--- src/design/owm_pkg.sv ---
// Package for the 1-Wire byte master: command codes, register indexes,
// register reset values, phase codes and default parameters.
// No dependencies.
package owm_pkg;

  localparam int unsigned TickBitsDef = 10;
  localparam int unsigned CfgW        = 10;
  localparam int unsigned CfgIdxW     = 8;
  localparam int unsigned NumCfg      = 8;
  localparam int unsigned PhaseW      = 4;

  typedef logic [1:0] cmd_t;
  localparam cmd_t CmdTick  = 2'd0;
  localparam cmd_t CmdReset = 2'd1;
  localparam cmd_t CmdWrite = 2'd2;
  localparam cmd_t CmdRead  = 2'd3;

  localparam logic [CfgIdxW-1:0] RegResetLow   = 8'd0;
  localparam logic [CfgIdxW-1:0] RegReadLow    = 8'd1;
  localparam logic [CfgIdxW-1:0] RegReadSample = 8'd2;
  localparam logic [CfgIdxW-1:0] RegReadRecov  = 8'd3;
  localparam logic [CfgIdxW-1:0] RegOneLow     = 8'd4;
  localparam logic [CfgIdxW-1:0] RegOneHigh    = 8'd5;
  localparam logic [CfgIdxW-1:0] RegZeroLow    = 8'd6;
  localparam logic [CfgIdxW-1:0] RegZeroHigh   = 8'd7;

  localparam logic [CfgW-1:0] RstResetLow   = 10'd750;
  localparam logic [CfgW-1:0] RstReadLow    = 10'd5;
  localparam logic [CfgW-1:0] RstReadSample = 10'd15;
  localparam logic [CfgW-1:0] RstReadRecov  = 10'd60;
  localparam logic [CfgW-1:0] RstOneLow     = 10'd5;
  localparam logic [CfgW-1:0] RstOneHigh    = 10'd85;
  localparam logic [CfgW-1:0] RstZeroLow    = 10'd90;
  localparam logic [CfgW-1:0] RstZeroHigh   = 10'd5;

  localparam logic [PhaseW-1:0] PhIdle       = 4'd0;
  localparam logic [PhaseW-1:0] PhRstLow     = 4'd1;
  localparam logic [PhaseW-1:0] PhRstWaitLo  = 4'd2;
  localparam logic [PhaseW-1:0] PhRstWaitHi  = 4'd3;
  localparam logic [PhaseW-1:0] PhWrLow      = 4'd4;
  localparam logic [PhaseW-1:0] PhWrHigh     = 4'd5;
  localparam logic [PhaseW-1:0] PhRdLow      = 4'd6;
  localparam logic [PhaseW-1:0] PhRdWait     = 4'd7;
  localparam logic [PhaseW-1:0] PhRdWaitHi   = 4'd8;
  localparam logic [PhaseW-1:0] PhRdRecover  = 4'd9;

endpackage

--- src/design/onewire_bus_master_unit.sv ---
// Top level of the 1-Wire byte master: command/tick stream in, bus status out.
// Depends on owm_pkg.
//
// Channel   Dir  Handshake                    Payload
// s_axis    in   s_axis_tvalid/s_axis_tready  tdata: write_byte, line_level; tuser: cmd
// m_axis    out  m_axis_tvalid/m_axis_tready  tdata: drive_low, busy, done, read_byte, rejected
// cfg       in   cfg_valid_i/cfg_ready_o      cfg_index_i, cfg_data_i
//
// One item per clock while the output is not back-pressured: the phase machine and the
// result register update on the cycle an item is taken, and the result shows in the cycle after.
// The input is taken whenever the result register is empty or being drained.
// Reset returns the config registers to their defaults and the machine to idle.
// Config writes are always accepted.
module onewire_bus_master_unit #(
  parameter int unsigned TICK_BITS = owm_pkg::TickBitsDef
) (
  input  logic                          clk_i,
  input  logic                          rst_ni,
  input  logic                          s_axis_tvalid,
  output logic                          s_axis_tready,
  input  logic [15:0]                   s_axis_tdata,  // [7:0] write_byte, [8] line_level
  input  logic [1:0]                    s_axis_tuser,  // [1:0] cmd
  output logic                          m_axis_tvalid,
  input  logic                          m_axis_tready,
  // [0] drive_low, [1] busy_res, [2] done_res, [10:3] read_byte, [11] rejected
  output logic [15:0]                   m_axis_tdata,
  input  logic                          cfg_valid_i,
  output logic                          cfg_ready_o,
  input  logic [owm_pkg::CfgIdxW-1:0]   cfg_index_i,
  input  logic [owm_pkg::CfgW-1:0]      cfg_data_i
);
  import owm_pkg::*;

  localparam int unsigned CmpW = (TICK_BITS > CfgW) ? TICK_BITS : CfgW;
  localparam logic [TICK_BITS-1:0] TickMax = {TICK_BITS{1'b1}};

  logic [CfgW-1:0] cfg_q [NumCfg];

  logic [PhaseW-1:0]    phase_q, phase_d;
  logic [TICK_BITS-1:0] cnt_q, cnt_d;
  logic [2:0]           bit_q, bit_d;
  logic [7:0]           shift_q, shift_d;
  logic [7:0]           rbyte_q, rbyte_d;

  logic        out_vld_q;
  logic [15:0] out_data_q, out_data_d;

  logic        accept;
  cmd_t        cmd;
  logic [7:0]  wbyte;
  logic        level;
  logic        one;
  logic        done, rej;

  logic [CfgW-1:0]      dur;
  logic [CmpW-1:0]      dur_ext, lim_ext;
  logic [TICK_BITS-1:0] lim, cnt_inc, cnt_el;
  logic                 hit;
  logic [CfgW-1:0]      high_dur;
  logic [7:0]           shift_smp;

  assign cfg_ready_o   = 1'b1;
  assign s_axis_tready = !out_vld_q || m_axis_tready;
  assign accept        = s_axis_tvalid && s_axis_tready;
  assign m_axis_tvalid = out_vld_q;
  assign m_axis_tdata  = out_data_q;

  assign cmd   = s_axis_tuser;
  assign wbyte = s_axis_tdata[7:0];
  assign level = s_axis_tdata[8];
  assign one   = shift_q[0];

  assign high_dur  = one ? cfg_q[RegOneHigh[2:0]] : cfg_q[RegZeroHigh[2:0]];
  assign shift_smp = {level, shift_q[7:1]};

  // duration of the current timed phase
  always_comb begin
    case (phase_q)
      PhRstLow:    dur = cfg_q[RegResetLow[2:0]];
      PhWrLow:     dur = one ? cfg_q[RegOneLow[2:0]] : cfg_q[RegZeroLow[2:0]];
      PhWrHigh:    dur = high_dur;
      PhRdLow:     dur = cfg_q[RegReadLow[2:0]];
      PhRdWait:    dur = cfg_q[RegReadSample[2:0]];
      PhRdRecover: dur = cfg_q[RegReadRecov[2:0]];
      default:     dur = '0;
    endcase
  end

  // saturating tick counter against the clamped duration
  assign dur_ext = CmpW'(dur);
  assign lim_ext = (dur_ext > CmpW'(TickMax)) ? CmpW'(TickMax) : dur_ext;
  assign lim     = lim_ext[TICK_BITS-1:0];
  assign cnt_inc = (cnt_q == TickMax) ? cnt_q : cnt_q + 1'b1;
  assign hit     = cnt_inc >= lim;
  assign cnt_el  = hit ? '0 : cnt_inc;

  always_comb begin
    phase_d = phase_q;
    cnt_d   = cnt_q;
    bit_d   = bit_q;
    shift_d = shift_q;
    rbyte_d = rbyte_q;
    done    = 1'b0;
    rej     = 1'b0;

    if (cmd == CmdTick) begin
      case (phase_q)
        PhIdle: begin
        end
        PhRstLow: begin
          cnt_d = cnt_el;
          if (hit) phase_d = PhRstWaitLo;
        end
        PhRstWaitLo: begin
          if (!level) phase_d = PhRstWaitHi;
        end
        PhRstWaitHi: begin
          if (level) begin
            phase_d = PhIdle;
            done    = 1'b1;
          end
        end
        PhWrLow, PhWrHigh: begin
          cnt_d = cnt_el;
          if (hit) begin
            if (phase_q == PhWrLow && high_dur != '0) begin
              phase_d = PhWrHigh;
            end else if (bit_q == 3'd7) begin
              phase_d = PhIdle;
              bit_d   = '0;
              done    = 1'b1;
            end else begin
              phase_d = PhWrLow;
              bit_d   = bit_q + 3'd1;
              shift_d = {1'b0, shift_q[7:1]};
            end
          end
        end
        PhRdLow: begin
          cnt_d = cnt_el;
          if (hit) phase_d = PhRdWait;
        end
        PhRdWait, PhRdWaitHi, PhRdRecover: begin
          logic slot_end;
          logic [7:0] sh;
          slot_end = 1'b0;
          sh       = shift_q;
          if (phase_q == PhRdWait) begin
            cnt_d = cnt_el;
            if (hit) begin
              sh      = shift_smp;
              shift_d = shift_smp;
              if (!level) phase_d = PhRdWaitHi;
              else if (cfg_q[RegReadRecov[2:0]] == '0) slot_end = 1'b1;
              else phase_d = PhRdRecover;
            end
          end else if (phase_q == PhRdWaitHi) begin
            if (level) begin
              if (cfg_q[RegReadRecov[2:0]] == '0) slot_end = 1'b1;
              else phase_d = PhRdRecover;
            end
          end else begin
            cnt_d = cnt_el;
            if (hit) slot_end = 1'b1;
          end
          if (slot_end) begin
            if (bit_q == 3'd7) begin
              rbyte_d = sh;
              phase_d = PhIdle;
              bit_d   = '0;
              done    = 1'b1;
            end else begin
              bit_d   = bit_q + 3'd1;
              phase_d = PhRdLow;
            end
          end
        end
        default: phase_d = PhIdle;
      endcase
    end else if (phase_q != PhIdle) begin
      rej = 1'b1;
    end else begin
      cnt_d = '0;
      bit_d = '0;
      case (cmd)
        CmdReset: phase_d = PhRstLow;
        CmdWrite: begin
          shift_d = wbyte;
          phase_d = PhWrLow;
        end
        default: begin
          shift_d = '0;
          phase_d = PhRdLow;
        end
      endcase
    end

    out_data_d        = '0;
    out_data_d[0]     = (phase_d == PhRstLow) || (phase_d == PhWrLow) || (phase_d == PhRdLow);
    out_data_d[1]     = phase_d != PhIdle;
    out_data_d[2]     = done;
    out_data_d[10:3]  = rbyte_d;
    out_data_d[11]    = rej;
  end

  always_ff @(posedge clk_i or negedge rst_ni) begin
    if (!rst_ni) begin
      cfg_q[RegResetLow[2:0]]   <= RstResetLow;
      cfg_q[RegReadLow[2:0]]    <= RstReadLow;
      cfg_q[RegReadSample[2:0]] <= RstReadSample;
      cfg_q[RegReadRecov[2:0]]  <= RstReadRecov;
      cfg_q[RegOneLow[2:0]]     <= RstOneLow;
      cfg_q[RegOneHigh[2:0]]    <= RstOneHigh;
      cfg_q[RegZeroLow[2:0]]    <= RstZeroLow;
      cfg_q[RegZeroHigh[2:0]]   <= RstZeroHigh;
    end else if (cfg_valid_i && cfg_index_i < CfgIdxW'(NumCfg)) begin
      cfg_q[cfg_index_i[2:0]] <= cfg_data_i;
    end
  end

  always_ff @(posedge clk_i or negedge rst_ni) begin
    if (!rst_ni) begin
      phase_q   <= PhIdle;
      cnt_q     <= '0;
      bit_q     <= '0;
      shift_q   <= '0;
      rbyte_q   <= '0;
      out_vld_q <= 1'b0;
    end else begin
      if (accept) begin
        phase_q <= phase_d;
        cnt_q   <= cnt_d;
        bit_q   <= bit_d;
        shift_q <= shift_d;
        rbyte_q <= rbyte_d;
      end
      if (accept) out_vld_q <= 1'b1;
      else if (m_axis_tready) out_vld_q <= 1'b0;
    end
  end

  always_ff @(posedge clk_i) begin
    if (accept) out_data_q <= out_data_d;
  end

endmodule
--- config.mk ---
export PLATFORM = sky130hd
export DESIGN_NAME = onewire_bus_master_unit
export DESIGN_NICKNAME = d
export VERILOG_FILES = /design/src/design/owm_pkg.sv /design/src/design/onewire_bus_master_unit.sv
export SDC_FILE = /design/constraint.sdc
export NUM_CORES = 1
export LEC_CHECK = 0
export BUFFER_PORTS_ARGS = -buffer_cell sky130_fd_sc_hd__buf_2
export CORE_UTILIZATION = 50
export CTS_BUF_LIST = sky130_fd_sc_hd__clkbuf_4 sky130_fd_sc_hd__clkbuf_8
export DETAILED_ROUTE_END_ITERATION = 10
export GPL_TIMING_DRIVEN = 0
export PLACE_DENSITY = 0.76
export SYNTH_ARGS = -nofsm -noshare
export SYNTH_HDL_FRONTEND = slang
export SYNTH_SLANG_ARGS = --single-unit
--- constraint.sdc ---
create_clock -name clk_i -period 5.1 [get_ports clk_i]
set_clock_uncertainty 0.1 [all_clocks]
set_input_delay 0.765 -clock clk_i [delete_from_list [all_inputs] [get_ports clk_i]]
set_output_delay 0.765 -clock clk_i [all_outputs]
set_load 0.02 [all_outputs]
# Yosys cells after proc, flatten, opt, wreduce, memory -nomap -nowiden
# Index checks and enable logic that the tools add are counted.
[totals]
regBits = 126
romBits = 0
wordCells = 141
output_inout_bits = 19
mem_count = 0
mem_bits_rw = 0
in_bits = 41
latch_bits = 0
[op_classes]
reduce_logical = 21
n_addsub = 2
n_eq_ne = 25
n_mul = 0
magnitude_cmp = 5
mux = 70
shifts = 0
div = 0
bitwise = 1
[op_table]
columns = ["operator", "count"]
rows = [
  ["2-to-1 mux 10 bit", 10],
  ["2-to-1 mux 8 bit", 11],
  ["bitwise mux 80 bit", 1],
  ["one-hot mux 10 bit (6 select lines)", 1],
  ["2-to-1 mux 4 bit", 14],
  ["one-hot mux 8 bit (2 select lines)", 2],
  ["demux 10 bit (select 3 bit)", 1],
  ["one-hot mux 4 bit (7 select lines)", 1],
  ["2-to-1 mux 3 bit", 9],
  ["== test 4 x 3 -> 1 bit (second input constant)", 6],
  ["one-hot mux 10 bit (2 select lines)", 1],
  ["2-to-1 mux 1 bit", 16],
  ["!= test 3 bit (second input constant)", 4],
  ["one-hot mux 3 bit (2 select lines)", 2],
  ["adder 10 x 1 -> 10 bit (second input constant)", 1],
  ["== test 10 bit (second input constant)", 1],
  [">= comparator 10 bit", 1],
  ["greater-than comparator 10 bit (second input constant)", 1],
  ["zero test 10 bit", 1],
  ["nonzero test 10 bit", 1],
  ["== test 4 x 1 -> 1 bit (second input constant)", 2],
  ["== test 4 x 2 -> 1 bit (second input constant)", 2],
  ["== test 4 bit (second input constant)", 2],
  ["less-than comparator 8 x 4 -> 1 bit (second input constant)", 1],
  ["other kinds (25)", 32],
]

# Depth between registers and ports, before layout
[depth]
ltp_word = 16
mapped_depth = 17
ltp_nobuf = 15

# Worst setup path before layout
# OpenSTA, ideal clock, no wires.
[synth_timing]
path_kind = "reg2reg"
start = "register cnt_q[0]"
end = "register out_data_q[1] (netlist: m_axis_tdata[1]) (data pin)"
path_buffers = 1
stages_incl_launch_ff = 17
synth_period_minus_slack_ps = 4358
setup_ps = 265
required_time_ps = 4735
arrival_ps = 3992
path_slack_ps = 742
cell_sequence = "dfrtp_1 -> ha_1 -> and2_1 -> nand3_1 -> or2_2 -> clkbuf_1 -> and4_1 -> and3_1 -> xor2_1 -> ha_1 -> a41oi_1 -> nor3_2 -> or3b_4 -> a21boi_2 -> o22ai_1 -> or4_4 -> or3_1"
[synth_via]
elab_chain_len = 12
word_cells_on_any_way = 19
classes_between = "add/sub: 1; order compare: 1; eq/ne: 1; mux: 15; reduce/logical: 1"
[synth_lines]
columns = ["element", "line", "source"]
rows = [
  ["from (decl)", "onewire_bus_master_unit.sv:40", "logic [TICK_BITS-1:0] cnt_q, cnt_d;"],
  ["from (signal assigned)", "onewire_bus_master_unit.sv:232", "cnt_q <= cnt_d;"],
  ["adder 10 x 1 -> 10 bit or == test 10 bit (tied branches)", "onewire_bus_master_unit.sv:93", "assign cnt_inc = (cnt_q == TickMax) ? cnt_q : cnt_q + 1'b1;"],
  ["2-to-1 mux 10 bit *", "onewire_bus_master_unit.sv:93", ""],
  [">= comparator 10 bit *", "onewire_bus_master_unit.sv:94", "assign hit = cnt_inc >= lim;"],
  ["2-to-1 mux 1 bit", "onewire_bus_master_unit.sv:164", "if (hit) slot_end = 1'b1;"],
  ["2-to-1 mux 1 bit", "onewire_bus_master_unit.sv:157", "end else if (phase_q == PhRdWaitHi) begin"],
  ["2-to-1 mux 1 bit", "onewire_bus_master_unit.sv:148", "if (phase_q == PhRdWait) begin"],
  ["2-to-1 mux 1 bit", "onewire_bus_master_unit.sv:107", "case (phase_q)"],
  ["2-to-1 mux 1 bit", "onewire_bus_master_unit.sv:106", "if (cmd == CmdTick) begin"],
  ["2-to-1 mux 4 bit", "onewire_bus_master_unit.sv:166", "if (slot_end) begin"],
  ["one-hot mux 4 bit (7 select lines) *", "onewire_bus_master_unit.sv:107", ""],
  ["2-to-1 mux 4 bit *", "onewire_bus_master_unit.sv:106", ""],
  ["nonzero test 4 bit *", "onewire_bus_master_unit.sv:200", "out_data_d[1] = phase_d != PhIdle;"],
  ["named net out_data_d[1]", "onewire_bus_master_unit.sv:46", "logic [15:0] out_data_q, out_data_d;"],
  ["to (signal assigned)", "onewire_bus_master_unit.sv:243", "if (accept) out_data_q <= out_data_d;"],
  ["to (decl)", "onewire_bus_master_unit.sv:46", ""],
]
# The timed path passes the listed nets; every way through them passes the cells marked *. The select of a mux whose other input is x is not followed.
# A chain may end at the register's enable or synchronous reset.

# Worst setup path in the final report
[layout_timing]
start = "register phase_q[3]"
end = "register out_data_q[1] (netlist: m_axis_tdata[1]) (data pin)"
[layout_via]
elab_chain_len = 14
word_cells_on_any_way = 41
classes_between = "order compare: 2; eq/ne: 9; mux: 24; reduce/logical: 6"
[layout_lines]
columns = ["element", "line", "source"]
rows = [
  ["from (decl)", "onewire_bus_master_unit.sv:39", "logic [PhaseW-1:0] phase_q, phase_d;"],
  ["from (signal assigned)", "onewire_bus_master_unit.sv:223", "phase_q <= PhIdle;"],
  ["from (signal assigned)", "onewire_bus_master_unit.sv:231", "phase_q <= phase_d;"],
  ["== test 4 bit (tied with other cells)", "onewire_bus_master_unit.sv:78, onewire_bus_master_unit.sv:107", ""],
  ["one-hot mux 10 bit (6 select lines)", "onewire_bus_master_unit.sv:78", "case (phase_q)"],
  ["greater-than comparator 10 bit", "onewire_bus_master_unit.sv:91", "assign lim_ext = (dur_ext > CmpW'(TickMax)) ? CmpW'(TickMax) : dur_ext;"],
  ["2-to-1 mux 10 bit", "onewire_bus_master_unit.sv:91", ""],
  [">= comparator 10 bit", "onewire_bus_master_unit.sv:94", ""],
  ["2-to-1 mux 1 bit", "onewire_bus_master_unit.sv:164", ""],
  ["2-to-1 mux 1 bit", "onewire_bus_master_unit.sv:157", ""],
  ["2-to-1 mux 1 bit", "onewire_bus_master_unit.sv:148", ""],
  ["2-to-1 mux 1 bit", "onewire_bus_master_unit.sv:107", ""],
  ["2-to-1 mux 1 bit", "onewire_bus_master_unit.sv:106", ""],
  ["2-to-1 mux 4 bit", "onewire_bus_master_unit.sv:166", ""],
  ["one-hot mux 4 bit (7 select lines)", "onewire_bus_master_unit.sv:107", ""],
  ["2-to-1 mux 4 bit *", "onewire_bus_master_unit.sv:106", ""],
  ["nonzero test 4 bit *", "onewire_bus_master_unit.sv:200", ""],
  ["named net out_data_d[1]", "onewire_bus_master_unit.sv:46", ""],
]
# Marks and branches as above.

==> metrics.log <==
INFO  metric max_slew_margin = roughly 27%
INFO  metric finalSetupViolCount = 0
INFO  metric cp-start-kind = register
INFO  metric final_layout_size_suffix_gt1_share = between 30 and 40%
INFO  metric std_cell_rows = 41
INFO  metric final_nets = 711
INFO  metric synth_top_flop_cell = sky130_fd_sc_hd__dfrtp_1
INFO  metric sequential_cell_area = 0.00325 sq mm
INFO  metric worst-endpoint-arrival = 4980 ps
INFO  metric crit_path_end_kind = register
INFO  metric die-width = ~120 microns
INFO  metric detail_route.wirelength = ~16000 microns
INFO  metric synth_warnings = 0
INFO  metric gp_congestion = 0.907
INFO  metric synth_seq_cells = 126
INFO  metric syn_to_final_growth = 13.5%
INFO  metric final_max_slew_viol_count = 0
INFO  metric total_cts_buffers = 17
INFO  metric grt_pass1_wl = between 20000 and 30000 microns
INFO  metric number_of_synthesized_flops_with_an_enable_pin = 12
INFO  metric post_cts_resize_count = 2
INFO  metric drt_drc_violations_left = 0
INFO  metric rsz0062_at_grt = false
INFO  metric cts.root.buffer_cell = sky130_fd_sc_hd__clkbuf_8
INFO  metric finalSetupTns = 0 ps
INFO  metric worstHoldPathType = in -> async
INFO  metric syn-cell-area = 0.00667 sq mm
INFO  metric tightestPinTransition = 1090 ps
INFO  metric power_leakage = 3.34 nW
INFO  metric layout.cells.most_common_list = sky130_fd_sc_hd__mux2_2 (102), sky130_fd_sc_hd__dfrtp_1 (85), sky130_fd_sc_hd__buf_2 (48)
INFO  metric synth_async_sr_flop_share = 90.5%
INFO  metric clockBufferDepth = 2
INFO  metric critical_path_required = 5210 ps
INFO  metric status = finished, final reports clean
INFO  metric drt_pre_antenna_iters = 6
INFO  metric largest_net_degree_at_the_start_of_global_routing = about 70
INFO  metric fmax = slightly above 0.2 GHz
INFO  metric grt_pass1_vias = 4994
INFO  metric powerDensity = 387 mW/mm^2
INFO  metric start_util = a little over half
INFO  metric critical_path.cell_chain = clkbuf_1 > nand2b_1 > nor2_4 > a22o_1 > a2111oi_1 > ha_1 > a21o_1 > a21oi_2 > o31ai_2 > nor2_1 > o21ai_1 > o22ai_1 > or4_4 > or3_1
INFO  metric final-hold-violation-count = 0
INFO  metric period_needed = ~4900 ps
INFO  metric cts_setup_buffers = 0
INFO  metric design.die.area = 0.0138 sq mm
INFO  metric peakVddDrop = around 230 uV
INFO  metric post_synth_inst_count = ~590
INFO  metric grt_overflow = 0
INFO  metric synthesis.area_per_instance = 11.4 sq um
INFO  metric clkSinkCount = 126
INFO  metric ys_types = a little under 70
INFO  metric antenna_found_initial = 0
INFO  metric finalPower = 2.93 mW
INFO  metric dr_total_vias = 5068
INFO  metric slowest_stage = sky130_fd_sc_hd__nand2b_1
INFO  metric cts_hold_repair.buffers = 0
INFO  metric detailed_router_s_first_iteration_violation_count = 403
INFO  metric post_drt_via_cell_ratio = roughly 6
INFO  metric max_cap_violations = 0
INFO  metric tritoncts = built
INFO  metric criticalPathCategory = reg -> reg
INFO  metric final_antenna_net_count = 0
INFO  metric antennaDiodeCount = 0
INFO  metric post_synthesis_sequential_area_ratio = 48.7%
INFO  metric routedWlPerCell = 19.2 microns
INFO  metric ctsHtreeMaxLevel = 4
INFO  metric fp.coreArea = 0.0128 sq mm
INFO  metric worst_skew_pair.late_latency = 460 ps
INFO  metric die_height = 118 microns
INFO  metric detailedPlacementHpwl = roughly 11000 microns
INFO  metric gr-usage-all-layers = 24.5%
INFO  metric boundaryPins = 60
INFO  metric mostFrequentLayoutCell = sky130_fd_sc_hd__mux2_2
INFO  metric n_fill_cell = 1080
INFO  metric critical_path.max_fanout = 10
INFO  metric multi_input_area = 0.00328 sq mm
INFO  metric cts.clk_slew.worst_paths = roughly 70 ps
INFO  metric fin_crit_sh = between 90% and 100%
INFO  metric numPortBuffers = 46
INFO  metric critical-path-max-stage-delay = 570 ps
==> cells in the mapped netlist (3+ instances only) <==
cell type / instances / area share, %
sky130_fd_sc_hd__buf_4: 5 / 0.56
sky130_fd_sc_hd__o21a_1: 11 / 1.2
sky130_fd_sc_hd__buf_2: 3 / 0.22
sky130_fd_sc_hd__mux2i_1: 20 / 3.0
sky130_fd_sc_hd__nand2b_1: 8 / 0.75
sky130_fd_sc_hd__and4_1: 3 / 0.39
sky130_fd_sc_hd__nor2b_1: 4 / 0.37
sky130_fd_sc_hd__and3_1: 4 / 0.37
sky130_fd_sc_hd__nor4b_1: 3 / 0.39
sky130_fd_sc_hd__a222oi_1: 7 / 1.0
sky130_fd_sc_hd__nand2_1: 31 / 1.7
sky130_fd_sc_hd__a31oi_1: 3 / 0.28
sky130_fd_sc_hd__o21ai_0: 25 / 1.9
sky130_fd_sc_hd__dfstp_2: 29 / 11
sky130_fd_sc_hd__o31ai_1: 3 / 0.34
sky130_fd_sc_hd__ha_1: 17 / 3.2
sky130_fd_sc_hd__o2bb2ai_1: 8 / 1.0
sky130_fd_sc_hd__nor3_1: 4 / 0.30
sky130_fd_sc_hd__a21oi_1: 27 / 2.0
sky130_fd_sc_hd__clkbuf_1: 16 / 0.90
sky130_fd_sc_hd__nor3b_1: 3 / 0.34
sky130_fd_sc_hd__nand4_1: 5 / 0.47
sky130_fd_sc_hd__edfxtp_1: 12 / 5.4
sky130_fd_sc_hd__inv_1: 13 / 0.73
sky130_fd_sc_hd__a22oi_1: 9 / 1.0
sky130_fd_sc_hd__nor2_1: 43 / 2.4
sky130_fd_sc_hd__a21o_1: 3 / 0.34
sky130_fd_sc_hd__dfrtp_1: 85 / 32
sky130_fd_sc_hd__nor4_1: 8 / 0.75
sky130_fd_sc_hd__nand3_1: 14 / 1.0
sky130_fd_sc_hd__mux2_2: 102 / 17
sky130_fd_sc_hd__buf_1: 5 / 0.28
sky130_fd_sc_hd__a22o_1: 6 / 0.79
==> state kept, by name, indices dropped and copies added, names as in the netlist <==
name	flops
bit_q	3
cfg_q	80
rbyte_q	8
m_axis_tdata	12
phase_q	4
shift_q	8
cnt_q	10
m_axis_tvalid	1
==> routing by layer <==
metal / share of wire [%] / routed length, microns / GRT usage [%]
met2: 48 / 7670 / 40.0
met1: 45 / 7180 / 31.5
met3: 5.5 / 889 / 5.91
met4: 2.1 / 342 / 9.21
met5: 0 / 0 / 0
==> logic make-up (layout without fill, tap and decap cells) <==
| kind of cell | count (synthesis) | in the layout | synth area share [%] |
|---|---|---|---|
| AND/OR/NAND/NOR | 143 | 143 | 11.1 |
| XOR/XNOR | 4 | 4 | 0.525 |
| flip-flops | 126 | 126 | 48.7 |
| adder cells (fa/ha/maj) | 17 | 17 | 3.19 |
| multiplexers | 122 | 122 | 20.2 |
| buffers and inverters | 42 | 120 | 2.70 |
| AO/OA/AOI/OAI | 129 | 129 | 13.5 |
| other | 2 | 5 | 0.113 |
==> power breakdown <==
group / internal [mW] / leakage [nW] / switching [mW]
sequential: 1.12 / 1.58 / 0.0761
combinational: 0.316 / 1.57 / 0.567
clock: 0.447 / 0.194 / 0.410
total: 1.88 / 3.34 / 1.05
==> metrics by stage <==
stage | std cells | hold slack [ps] | util, % | setup WS (ps) | instance area [sq um]
3_3_place_gp | 806 | 385 | 55.6 | -31.2 | 7130
2_1_floorplan | 588 | 369 | - | 742 | 6690
6_report | 838 | 343 | 59.0 | 230 | 7570
4_1_cts | 838 | 360 | 58.9 | 105 | 7550
5_1_grt | 838 | 410 | 59.0 | 1.23 | 7570
3_5_place_dp | 807 | 391 | 55.8 | -171 | 7160
==> critical path: cells and delay by family (launching register included) <==
family	cells	cell delay, ps
compound gates	7	1580
buf+inv	1	440
flops	1	440
fa+ha+maj	1	250
simple gates	5	1790
==> cell type report <==
| cell class | instances | area share [%] |
|---|---|---|
| buffer | 28 | 1.72 |
| tap | 172 | 2.84 |
| clock inverter | 8 | 1.07 |
| sequential | 126 | 42.9 |
| inverter | 13 | 0.644 |
| clock buffer | 24 | 4.03 |
| timing repair buffer | 47 | 3.44 |
| multi-input combinational | 420 | 43.3 |
==> path summary, 6_finish.rpt <==
| path | start | endpoint | slack (ps) | cells after the start |
|---|---|---|---|---|
| max in group asynchronous | rst_ni | cfg_q[22]$_DFFE_PN1P_ | 3740 | 2 |
| max | phase_q[3]$_DFFE_PN0P_ | m_axis_tdata[1]$_DFFE_PP_ | 230 | 14 |
| min in group clk_i | cfg_q[35]$_DFFE_PN0P_ | cfg_q[35]$_DFFE_PN0P_ | 410 | 1 |
| min | rst_ni | cnt_q[0]$_DFFE_PN0P_ | 340 | 1 |
| max reg2reg | phase_q[3]$_DFFE_PN0P_ | m_axis_tdata[1]$_DFFE_PP_ | 230 | 14 |
| min reg2reg | cfg_q[35]$_DFFE_PN0P_ | cfg_q[35]$_DFFE_PN0P_ | 410 | 1 |
(Power assumes the default switching activity.)
